[src/rtl/pcde_pkg.sv]
// Shared types, codes and helpers for the canvas descriptor extractor.
`default_nettype none
package pcde_pkg;

  localparam int FN_W  = 29;
  localparam int VAL_W = 32;

  // Configuration register indexes.
  localparam logic [2:0] CFG_OUTER  = 3'd0;
  localparam logic [2:0] CFG_WIDTH  = 3'd1;
  localparam logic [2:0] CFG_HEIGHT = 3'd2;
  localparam logic [2:0] CFG_TILES  = 3'd3;
  localparam logic [2:0] CFG_LTR    = 3'd4;

  localparam logic [FN_W-1:0] RST_OUTER  = 29'd5;
  localparam logic [FN_W-1:0] RST_WIDTH  = 29'd4;
  localparam logic [FN_W-1:0] RST_HEIGHT = 29'd5;
  localparam logic [FN_W-1:0] RST_TILES  = 29'd6;
  localparam logic [FN_W-1:0] RST_LTR    = 29'd7;

  // Protobuf wire types.
  localparam logic [2:0] WT_VARINT  = 3'd0;
  localparam logic [2:0] WT_FIXED64 = 3'd1;
  localparam logic [2:0] WT_LENDEL  = 3'd2;
  localparam logic [2:0] WT_FIXED32 = 3'd5;

  // A varint may span bytes 0..10; byte 10 must end it.
  localparam logic [3:0] VARINT_LAST = 4'd10;
  localparam logic [3:0] VARINT_FOLD = 4'd9;

  // Collected value slots.
  localparam logic [1:0] SLOT_WIDTH  = 2'd0;
  localparam logic [1:0] SLOT_HEIGHT = 2'd1;
  localparam logic [1:0] SLOT_TILES  = 2'd2;
  localparam logic [1:0] SLOT_LTR    = 2'd3;

  typedef enum logic [2:0] {
    OPH_TAG, OPH_VAL, OPH_LEN, OPH_LENT, OPH_SKIP, OPH_SUB, OPH_STOP
  } oph_t;

  typedef enum logic [2:0] {
    SPH_TAG, SPH_VAL, SPH_LEN, SPH_SKIP, SPH_DEAD
  } sph_t;

  typedef struct packed {
    logic [7:0] data;
    logic       last;
  } pcde_item_t;

  typedef struct packed {
    logic [FN_W-1:0] outer_fn;
    logic [FN_W-1:0] width_fn;
    logic [FN_W-1:0] height_fn;
    logic [FN_W-1:0] tiles_fn;
    logic [FN_W-1:0] ltr_fn;
  } pcde_cfg_t;

  typedef struct packed {
    logic                    ltr_seen;
    logic signed [VAL_W-1:0] ltr_value;
    logic [VAL_W-1:0]        tile_count;
    logic [VAL_W-1:0]        canvas_height;
    logic [VAL_W-1:0]        canvas_width;
    logic                    found;
  } pcde_result_t;

  // Tag field number (value >> 3) equals a field number register.
  function automatic logic fn_match(input logic [63:0] v, input logic [FN_W-1:0] fn);
    fn_match = (v[63:32] == 32'd0) && (v[31:3] == fn);
  endfunction

endpackage
`default_nettype wire

[src/rtl/pcde_front.sv]
// Input side: accepts blob bytes into a two-entry queue ahead of the parser.
`default_nettype none
module pcde_front
  import pcde_pkg::*;
(
  input  wire logic       clk,
  input  wire logic       rst_n,
  input  wire logic       in_tvalid,
  output logic            in_tready,
  input  wire logic [7:0] in_tdata,
  input  wire logic       in_tlast,
  output pcde_item_t      item,
  output logic            item_valid,
  input  wire logic       item_pop
);

  pcde_item_t q_r [2];
  logic       wr_ptr_r, wr_ptr_nxt;
  logic       rd_ptr_r, rd_ptr_nxt;
  logic [1:0] cnt_r, cnt_nxt;
  logic       push;
  logic       pop;

  // Queue control.
  always_comb begin
    in_tready  = (cnt_r != 2'd2);
    push       = in_tvalid && in_tready;
    item_valid = (cnt_r != 2'd0);
    pop        = item_pop && item_valid;
    item       = q_r[rd_ptr_r];
    wr_ptr_nxt = push ? ~wr_ptr_r : wr_ptr_r;
    rd_ptr_nxt = pop ? ~rd_ptr_r : rd_ptr_r;
    cnt_nxt    = cnt_r + {1'b0, push} - {1'b0, pop};
  end

  always_ff @(posedge clk) begin
    if (!rst_n) begin
      wr_ptr_r <= 1'b0;
      rd_ptr_r <= 1'b0;
      cnt_r    <= 2'd0;
    end else begin
      wr_ptr_r <= wr_ptr_nxt;
      rd_ptr_r <= rd_ptr_nxt;
      cnt_r    <= cnt_nxt;
    end
  end

  // Queue storage.
  always_ff @(posedge clk) begin
    if (push) begin
      q_r[wr_ptr_r] <= '{data: in_tdata, last: in_tlast};
    end
  end

endmodule
`default_nettype wire

[src/rtl/pcde_back.sv]
// Parser: decodes varints and walks outer fields and the descriptor sub-message.
`default_nettype none
module pcde_back
  import pcde_pkg::*;
(
  input  wire logic       clk,
  input  wire logic       rst_n,
  input  pcde_cfg_t       cfg,
  input  pcde_item_t      item,
  input  wire logic       item_valid,
  output logic            item_pop,
  input  wire logic       res_free,
  output logic            res_load,
  output pcde_result_t    res
);

  oph_t        oph_r, oph_nxt;
  sph_t        sph_r, sph_nxt;
  logic [63:0] acc_r, acc_nxt;
  logic [3:0]  vcnt_r, vcnt_nxt;
  logic [63:0] orem_r, orem_nxt;
  logic [63:0] srem_r, srem_nxt;
  logic        slot_vld_r, slot_vld_nxt;
  logic [1:0]  slot_idx_r, slot_idx_nxt;
  logic [31:0] pval_r [4];
  logic [31:0] pval_nxt [4];
  logic [3:0]  pflg_r, pflg_nxt;
  logic [31:0] cval_r [4];
  logic [31:0] cval_nxt [4];
  logic [3:0]  cflg_r, cflg_nxt;

  logic        take;
  logic [7:0]  b;
  logic [6:0]  sh;
  logic [63:0] v;
  logic        vdone;
  logic        vfail;
  logic        vstep;
  logic        commit;
  logic        found;

  always_comb begin
    oph_nxt      = oph_r;
    sph_nxt      = sph_r;
    acc_nxt      = acc_r;
    vcnt_nxt     = vcnt_r;
    orem_nxt     = orem_r;
    srem_nxt     = srem_r;
    slot_vld_nxt = slot_vld_r;
    slot_idx_nxt = slot_idx_r;
    pval_nxt     = pval_r;
    pflg_nxt     = pflg_r;
    cval_nxt     = cval_r;
    cflg_nxt     = cflg_r;
    commit       = 1'b0;
    vstep        = 1'b0;

    // A last byte needs a free result slot; other bytes always flow.
    take     = item_valid && (!item.last || res_free);
    item_pop = take;
    b        = item.data;

    // Varint fold: seven bits at shift 7*count, dropped past bit 63.
    sh    = {vcnt_r, 3'b000} - {3'b000, vcnt_r};
    v     = (vcnt_r <= VARINT_FOLD) ? (acc_r | (64'(b[6:0]) << sh)) : acc_r;
    vdone = !b[7];
    vfail = b[7] && (vcnt_r == VARINT_LAST);

    if (take) begin
      unique case (oph_r)
        OPH_TAG: begin
          vstep = 1'b1;
          if (vdone) begin
            priority if (v[2:0] == WT_VARINT) begin
              oph_nxt = OPH_VAL;
            end else if (v[2:0] == WT_LENDEL) begin
              oph_nxt = fn_match(v, cfg.outer_fn) ? OPH_LENT : OPH_LEN;
            end else if (v[2:0] == WT_FIXED64) begin
              orem_nxt = 64'd8;
              oph_nxt  = OPH_SKIP;
            end else if (v[2:0] == WT_FIXED32) begin
              orem_nxt = 64'd4;
              oph_nxt  = OPH_SKIP;
            end else begin
              oph_nxt = OPH_STOP;
            end
          end else if (vfail) begin
            oph_nxt = OPH_STOP;
          end
        end
        OPH_VAL: begin
          vstep = 1'b1;
          if (vdone) begin
            oph_nxt = OPH_TAG;
          end else if (vfail) begin
            oph_nxt = OPH_STOP;
          end
        end
        OPH_LEN: begin
          vstep = 1'b1;
          if (vdone) begin
            if (v == 64'd0) begin
              oph_nxt = OPH_TAG;
            end else begin
              orem_nxt = v;
              oph_nxt  = OPH_SKIP;
            end
          end else if (vfail) begin
            oph_nxt = OPH_STOP;
          end
        end
        OPH_LENT: begin
          vstep = 1'b1;
          if (vdone) begin
            pflg_nxt     = 4'd0;
            sph_nxt      = SPH_TAG;
            slot_vld_nxt = 1'b0;
            if (v == 64'd0) begin
              commit  = 1'b1;
              oph_nxt = OPH_TAG;
            end else begin
              orem_nxt = v;
              oph_nxt  = OPH_SUB;
            end
          end else if (vfail) begin
            oph_nxt = OPH_STOP;
          end
        end
        OPH_SKIP: begin
          orem_nxt = orem_r - 64'd1;
          if (orem_r == 64'd1) begin
            oph_nxt = OPH_TAG;
          end
        end
        OPH_SUB: begin
          // Sub-message byte.
          unique case (sph_r)
            SPH_TAG: begin
              vstep = 1'b1;
              if (vdone) begin
                priority if (v[2:0] == WT_VARINT) begin
                  slot_vld_nxt = 1'b1;
                  priority if (fn_match(v, cfg.width_fn)) begin
                    slot_idx_nxt = SLOT_WIDTH;
                  end else if (fn_match(v, cfg.height_fn)) begin
                    slot_idx_nxt = SLOT_HEIGHT;
                  end else if (fn_match(v, cfg.tiles_fn)) begin
                    slot_idx_nxt = SLOT_TILES;
                  end else if (fn_match(v, cfg.ltr_fn)) begin
                    slot_idx_nxt = SLOT_LTR;
                  end else begin
                    slot_vld_nxt = 1'b0;
                  end
                  sph_nxt = SPH_VAL;
                end else if (v[2:0] == WT_LENDEL) begin
                  sph_nxt = SPH_LEN;
                end else if (v[2:0] == WT_FIXED64) begin
                  srem_nxt = 64'd8;
                  sph_nxt  = SPH_SKIP;
                end else if (v[2:0] == WT_FIXED32) begin
                  srem_nxt = 64'd4;
                  sph_nxt  = SPH_SKIP;
                end else begin
                  sph_nxt = SPH_DEAD;
                end
              end else if (vfail) begin
                sph_nxt = SPH_DEAD;
              end
            end
            SPH_VAL: begin
              vstep = 1'b1;
              if (vdone) begin
                if (slot_vld_r) begin
                  pval_nxt[slot_idx_r] = v[31:0];
                  pflg_nxt[slot_idx_r] = 1'b1;
                end
                sph_nxt = SPH_TAG;
              end else if (vfail) begin
                sph_nxt = SPH_DEAD;
              end
            end
            SPH_LEN: begin
              vstep = 1'b1;
              if (vdone) begin
                if (v == 64'd0) begin
                  sph_nxt = SPH_TAG;
                end else begin
                  srem_nxt = v;
                  sph_nxt  = SPH_SKIP;
                end
              end else if (vfail) begin
                sph_nxt = SPH_DEAD;
              end
            end
            SPH_SKIP: begin
              srem_nxt = srem_r - 64'd1;
              if (srem_r == 64'd1) begin
                sph_nxt = SPH_TAG;
              end
            end
            SPH_DEAD: begin
            end
            default: begin
              sph_nxt = SPH_DEAD;
            end
          endcase
          orem_nxt = orem_r - 64'd1;
          if (orem_r == 64'd1) begin
            commit  = 1'b1;
            oph_nxt = OPH_TAG;
          end
        end
        OPH_STOP: begin
        end
        default: begin
          oph_nxt = OPH_STOP;
        end
      endcase
    end

    // Shared varint accumulator.
    if (vstep) begin
      if (vdone || vfail) begin
        acc_nxt  = 64'd0;
        vcnt_nxt = 4'd0;
      end else begin
        acc_nxt  = v;
        vcnt_nxt = vcnt_r + 4'd1;
      end
    end

    // The whole sub-message arrived: move pending values to committed.
    if (commit) begin
      for (int i = 0; i < 4; i++) begin
        if (pflg_nxt[i]) begin
          cval_nxt[i] = pval_nxt[i];
        end
      end
      cflg_nxt     = cflg_r | pflg_nxt;
      pflg_nxt     = 4'd0;
      slot_vld_nxt = 1'b0;
      sph_nxt      = SPH_TAG;
      acc_nxt      = 64'd0;
      vcnt_nxt     = 4'd0;
    end

    // Result from the committed values, including this byte's commit.
    found = cflg_nxt[SLOT_WIDTH] && cflg_nxt[SLOT_HEIGHT] &&
            (cval_nxt[SLOT_WIDTH] != 32'd0) && (cval_nxt[SLOT_HEIGHT] != 32'd0);
    res.found         = found;
    res.canvas_width  = found ? cval_nxt[SLOT_WIDTH] : 32'd0;
    res.canvas_height = found ? cval_nxt[SLOT_HEIGHT] : 32'd0;
    res.tile_count    = (found && cflg_nxt[SLOT_TILES]) ? cval_nxt[SLOT_TILES] : 32'd0;
    res.ltr_value     = cflg_nxt[SLOT_LTR] ? cval_nxt[SLOT_LTR] : 32'sd0;
    res.ltr_seen      = cflg_nxt[SLOT_LTR];
    res_load          = take && item.last;

    // End of blob: clear parse state for the next one.
    if (res_load) begin
      oph_nxt      = OPH_TAG;
      sph_nxt      = SPH_TAG;
      acc_nxt      = 64'd0;
      vcnt_nxt     = 4'd0;
      slot_vld_nxt = 1'b0;
      pflg_nxt     = 4'd0;
      cflg_nxt     = 4'd0;
    end
  end

  always_ff @(posedge clk) begin
    if (!rst_n) begin
      oph_r      <= OPH_TAG;
      sph_r      <= SPH_TAG;
      acc_r      <= 64'd0;
      vcnt_r     <= 4'd0;
      slot_vld_r <= 1'b0;
      pflg_r     <= 4'd0;
      cflg_r     <= 4'd0;
    end else begin
      oph_r      <= oph_nxt;
      sph_r      <= sph_nxt;
      acc_r      <= acc_nxt;
      vcnt_r     <= vcnt_nxt;
      slot_vld_r <= slot_vld_nxt;
      pflg_r     <= pflg_nxt;
      cflg_r     <= cflg_nxt;
    end
  end

  // Counters and value slots are only read when their phase or flag says so.
  always_ff @(posedge clk) begin
    orem_r     <= orem_nxt;
    srem_r     <= srem_nxt;
    slot_idx_r <= slot_idx_nxt;
    pval_r     <= pval_nxt;
    cval_r     <= cval_nxt;
  end

  // The varint byte count never passes the eleventh byte.
  a_vcnt_range: assert property (@(posedge clk) disable iff (!rst_n)
    vcnt_r <= VARINT_LAST)
    else $error("varint byte count out of range");

  // After the last byte the parser starts the next blob clean.
  a_clear_after_last: assert property (@(posedge clk) disable iff (!rst_n)
    res_load |=> (oph_r == OPH_TAG) && (cflg_r == 4'd0) && (vcnt_r == 4'd0))
    else $error("parse state not cleared after last byte");

  // A result is produced only while its slot is free.
  a_res_slot: assert property (@(posedge clk) disable iff (!rst_n)
    res_load |-> res_free)
    else $error("result loaded into a busy slot");

  // Pending values exist only while inside a sub-message.
  a_pending_scope: assert property (@(posedge clk) disable iff (!rst_n)
    (pflg_r != 4'd0) |-> (oph_r == OPH_SUB))
    else $error("pending values outside a sub-message");

endmodule
`default_nettype wire

[src/rtl/protobuf_canvas_dims_extract_top.sv]
// Top level of the canvas descriptor extractor: config registers, queue, parser, result register.
//
//  Channel | Signals                          | Request
//  --------+----------------------------------+-------------------------------------------
//  in      | in_tvalid/in_tready/in_tdata/in_tlast | one blob byte, in_tlast on the final byte
//  out     | out_tvalid/out_tready/out_tdata  | one descriptor result per blob
//  cfg     | cfg_we/cfg_addr/cfg_data         | field number register write
//
// One byte per cycle in and through the parser, unless a last byte waits on a held result.
// With an empty queue, the last byte passes the queue register and then the result register
// before out_tvalid rises; each older byte still waiting in the queue is decoded ahead of it.
// Reset is synchronous, active low, and restores the default field numbers.
// A held result stalls the parser only at the next blob's last byte; the
// two-entry queue keeps in_tready high meanwhile until it fills.
`default_nettype none
module protobuf_canvas_dims_extract_top
  import pcde_pkg::*;
(
  input  wire logic          clk,
  input  wire logic          rst_n,
  input  wire logic          in_tvalid,
  output logic               in_tready,
  input  wire logic [7:0]    in_tdata,   // blob_byte
  input  wire logic          in_tlast,
  output logic               out_tvalid,
  input  wire logic          out_tready,
  output logic [135:0]       out_tdata,  // found, canvas_width, canvas_height,
                                         // tile_count, ltr_value, ltr_seen, pad
  input  wire logic          cfg_we,
  input  wire logic [2:0]    cfg_addr,
  input  wire logic [FN_W-1:0] cfg_data
);

  pcde_cfg_t    cfg_r, cfg_nxt;
  pcde_item_t   item;
  logic         item_valid;
  logic         item_pop;
  logic         res_free;
  logic         res_load;
  pcde_result_t res;
  pcde_result_t res_r;
  logic         out_valid_r, out_valid_nxt;

  // Configuration writes.
  always_comb begin
    cfg_nxt = cfg_r;
    if (cfg_we) begin
      unique case (cfg_addr)
        CFG_OUTER:  cfg_nxt.outer_fn  = cfg_data;
        CFG_WIDTH:  cfg_nxt.width_fn  = cfg_data;
        CFG_HEIGHT: cfg_nxt.height_fn = cfg_data;
        CFG_TILES:  cfg_nxt.tiles_fn  = cfg_data;
        CFG_LTR:    cfg_nxt.ltr_fn    = cfg_data;
        default: begin
        end
      endcase
    end
  end

  always_ff @(posedge clk) begin
    if (!rst_n) begin
      cfg_r <= '{outer_fn: RST_OUTER, width_fn: RST_WIDTH, height_fn: RST_HEIGHT,
                 tiles_fn: RST_TILES, ltr_fn: RST_LTR};
    end else begin
      cfg_r <= cfg_nxt;
    end
  end

  pcde_front u_front (
    .clk        (clk),
    .rst_n      (rst_n),
    .in_tvalid  (in_tvalid),
    .in_tready  (in_tready),
    .in_tdata   (in_tdata),
    .in_tlast   (in_tlast),
    .item       (item),
    .item_valid (item_valid),
    .item_pop   (item_pop)
  );

  pcde_back u_back (
    .clk        (clk),
    .rst_n      (rst_n),
    .cfg        (cfg_r),
    .item       (item),
    .item_valid (item_valid),
    .item_pop   (item_pop),
    .res_free   (res_free),
    .res_load   (res_load),
    .res        (res)
  );

  // Result register.
  always_comb begin
    res_free      = !out_valid_r || out_tready;
    out_valid_nxt = res_load || (out_valid_r && !out_tready);
    out_tvalid    = out_valid_r;
    out_tdata     = {6'd0, res_r};
  end

  always_ff @(posedge clk) begin
    if (!rst_n) begin
      out_valid_r <= 1'b0;
    end else begin
      out_valid_r <= out_valid_nxt;
    end
  end

  always_ff @(posedge clk) begin
    if (res_load) begin
      res_r <= res;
    end
  end

endmodule
`default_nettype wire

[config.mk]
export PLATFORM = sky130hd
export DESIGN_NAME = protobuf_canvas_dims_extract_top
export DESIGN_NICKNAME = d
export VERILOG_FILES = /design/src/rtl/pcde_pkg.sv /design/src/rtl/pcde_front.sv /design/src/rtl/pcde_back.sv /design/src/rtl/protobuf_canvas_dims_extract_top.sv
export SDC_FILE = /design/constraint.sdc
export NUM_CORES = 1
export LEC_CHECK = 0
export BUFFER_PORTS_ARGS = -buffer_cell sky130_fd_sc_hd__buf_2
export CELL_PAD_IN_SITES_DETAIL_PLACEMENT = 1
export CELL_PAD_IN_SITES_GLOBAL_PLACEMENT = 2
export CORE_MARGIN = 1.5
export CORE_UTILIZATION = 40
export CTS_CLUSTER_SIZE = 28
export DETAILED_ROUTE_END_ITERATION = 8
export GPL_TIMING_DRIVEN = 1
export PLACE_DENSITY = 0.79
export SLEW_MARGIN = 15
export SYNTH_ARGS = -nofsm -noshare
export SYNTH_HDL_FRONTEND = slang
export SYNTH_SLANG_ARGS = --single-unit
[constraint.sdc]
create_clock -name clk -period 15.1 [get_ports clk]
set_clock_uncertainty 0.2 [all_clocks]
set_input_delay 3.02 -clock clk [delete_from_list [all_inputs] [get_ports clk]]
set_output_delay 3.02 -clock clk [all_outputs]
set_load 0.03 [all_outputs]
==> summary.txt <==
Run status
  – Status: finished clean

Global route
  – Initial antenna violation count: 4
  – Largest net degree at the start of global routing: 69
  – Vias in the first global route: 29181
  – GRT Total Usage: 27.6%
  – Global-route wire length before repair: 188000 um
  – Remaining global-route overflow: 0

Timing
  – Crit share post-route: 54.2%
  – Final slew viol count: 0
  – Final Worst Setup Slack: 6920 ps
  – Least-Margin Pin Slew: 1190 ps
  – Setup violators final: 0
  – Fin crit period: 8180 ps
  – RSZ-0062 raised after global routing: no
  – Setup TNS: 0 ps
  – FMAX: 0.122 GHz
  – Min Hold Slack: 236 ps
  – Final Hold Vio Count: 0
  – Relative slew slack: 20.5%

Routing
  – Final ANT Viol Nets: 0
  – Vias: 29111
  – Vias per inst: 5.63
  – Total wire length: 125000 um
  – Drt pass-1 iters: 5
  – DR iter-0 viols: 2235
  – DR DRC count: 0
  – DR WL/cell: 24.2 um

Power
  – Max VDD drop: 131 uV
  – Cell Pwr Density: 203 nW/um^2
  – P_leak: 14.7 nW
  – Total power: 8.19 mW

Yosys
  – Register area share after synthesis: 51.6%
  – Mapped Cells: 3820
  – Asr flop ratio synth: 0%
  – Cell area after synthesis: 35200 um^2
  – Most frequent cell after synthesis: nand2_1
  – Main area contributors after synthesis: dfxtp_1, edfxtp_1, nand2_1
  – Yosys top cell area share: 27.9%
  – FF+latch count, synth: 768
  – Main synth FF type: dfxtp_1
  – Dominant cell type by area after synthesis: dfxtp_1
  – Yosys warns: 0
  – Post-synth EDFFs: 278
  – Cell variety after synth: 103
  – Post-Syn Area per Cell: 9.21 um^2
  – Post-synth top cells: nand2_1, dfxtp_1, edfxtp_1

Worst setup path
  – Startpoint types: primary input
  – Critical-path top delay cell: o21a_1
  – Worst Path Required: 15250 ps
  – CP max FO: 65
  – CP arrival: 8330 ps
  – Crit-path max cell delay: 810 ps
  – Crit path capture type: flop
  – Most used cell, CP: buf_4
  – CP Cell Sequence: buf_2 > nand2b_1 > o22ai_2 > buf_4 > inv_1 > nand3_1 > nor4_4 > o21a_1 > nand4_1 > nor4_2 > a21oi_4 > nor3_4 > a31o_4 > buf_4 > nor2b_1
  – CP Class: primary input to flop

Cells and area
  – Area taken by multi-input logic gates: 15900 um^2
  – NumNets Final: 3996
  – FILL cells: 9963
  – Register Area: 18200 um^2
  – Layout area overhead: 14.8%
  – Share of cells above drive strength 1: 14.0%

Floorplanning
  – Core Area: 86900 um^2
  – Number of cell rows: 108
  – Die area: 89700 um^2
  – Die width: 300 um
  – Die height: 300 um
  – Top Ports: 184
  – Starting Density: 40.5%

Clocking
  – TritonCTS Buffers: 87
  – CTS tree: done
  – Clk root buf: clkbuf_16
  – Worst skew pair latency: 670 ps
  – Post_cts resized: 0
  – Htree depth: 3
  – # Post-CTS Setup Buffers: 0
  – Hold Buf Count CTS: 0
  – Clk slew on worst S/H paths: 60 ps
  – CTS Buffer Depth: 3
  – Total clock sinks: 768

Place
  – Global placement routability congestion: 0.932
  – Pre-CTS WS: 6300 ps
  – Port bufs: 177
  – DPL Wire Length: 85100 um

Flow run
  – Max Cap Viol: 0

Hold path
  – Hold crit path type: flop to flop
-- area by class of cell --
| class | count | share of cell area [%] |
|---|---|---|
| Clock buffer | 123 | 6.32 |
| Multi-Input combinational cell | 2740 | 39.3 |
| Antenna cell | 1 | 0.00620 |
| Sequential cell | 768 | 45.0 |
| Clock inverter | 38 | 1.32 |
| Inverter | 77 | 0.716 |
| Tap cell | 1155 | 3.58 |
| Timing Repair Buffer | 265 | 3.84 |
-- stage by stage --
stage,instance area (um^2),cells,util (%)
2_1_floorplan,35200,3825,-
3_3_place_gp,37300,5005,42.9
3_5_place_dp,37300,5005,42.9
4_1_cts,40400,5166,46.5
5_1_grt,40400,5166,46.5
6_report,40400,5167,46.5
-- sequential cells by signal (all words and copies together), names as in the netlist, named ones only --
| signal | flops |
|---|---|
| u_back.slot_idx_r | 2 |
| out_tvalid | 1 |
| u_back.pval_r | 128 |
| u_back.cval_r | 128 |
| u_back.orem_r | 64 |
| u_back.cflg_r | 4 |
| u_front.wr_ptr_r | 1 |
| u_back.sph_r | 3 |
| u_back.pflg_r | 4 |
| u_back.acc_r | 64 |
| u_back.slot_vld_r | 1 |
| u_back.srem_r | 64 |
| cfg_r | 145 |
| u_back.oph_r | 3 |
| u_front.cnt_r | 2 |
| u_back.vcnt_r | 4 |
| out_tdata | 130 |
| u_front.rd_ptr_r | 1 |
| u_front.q_r | 18 |
-- final timing paths --
kind,start,to,slack (ps),cells past startpoint
worst max-delay path,out_tready,out_tdata[51],6920,15
worst min-delay path,u_back.cval_r[20],u_back.cval_r[20],240,2
worst max register to register,u_back.vcnt_r[0],out_tdata[51],7820,15
worst min register to register,u_back.cval_r[20],u_back.cval_r[20],240,2
-- metal layers --
layer  up-vias  wire length [um]  GRT usage, %
met3       222              6410          3.60
met4         0              4400          9.38
li1      13707                 -             -
met2       821             59500          45.8
met5         -                 0             0
met1     14361             54900          37.0
-- cell usage in the layout, fill, tap and decap left out, types with 11 or more instances in the layout --
cell type  instances
a2111oi_0         13
a211oi_1          17
a21boi_0         137
a21oi_1          116
a21oi_2           54
a31oi_1           24
and2_1            20
and3_1            14
buf_2            176
buf_4             89
clkbuf_1          13
clkbuf_16         88
clkbuf_8          22
clkinv_2          19
dfxtp_1          490
edfxtp_1         278
ha_1              11
inv_1             76
mux2_2            18
mux2i_1           16
nand2_1          907
nand2b_1          19
nand3_1           47
nand4_1           35
nor2_1           221
nor2b_1           41
nor3_1           126
nor4_1            81
o21a_1            11
o21ai_0          152
o22ai_1          142
o31a_1            15
or3_1             19
or4_1             24
xnor2_1          139
xor2_1            90
-- worst max-delay path, delay by kind of cell --
family          cells  cell delay [ps]
compound gates      4             1300
buf+inv             4             1320
simple gates        7             2580
-- cell families (layout without fill, tap and decap cells) --
kind of cell,Yosys count,count (layout),share of synthesized area [%]
adders and majority gates,12,12,0.420
muxes,42,42,1.54
AOI/OAI and AO/OA,817,817,15.7
and+or+nand+nor,1633,1633,21.0
xor gates and xnor gates,230,230,5.75
other,1,7,0.0107
DFF,768,768,51.6
buffers and inverters,317,503,3.93
-- report_power, final --
group	internal [mW]	leakage [nW]	switching, mW
Sequential	2.39	6.72	0.137
Combinational	0.889	6.44	2.52
Clock	1.33	1.52	0.921
Note: power is estimated with default switching activity, not from simulation.
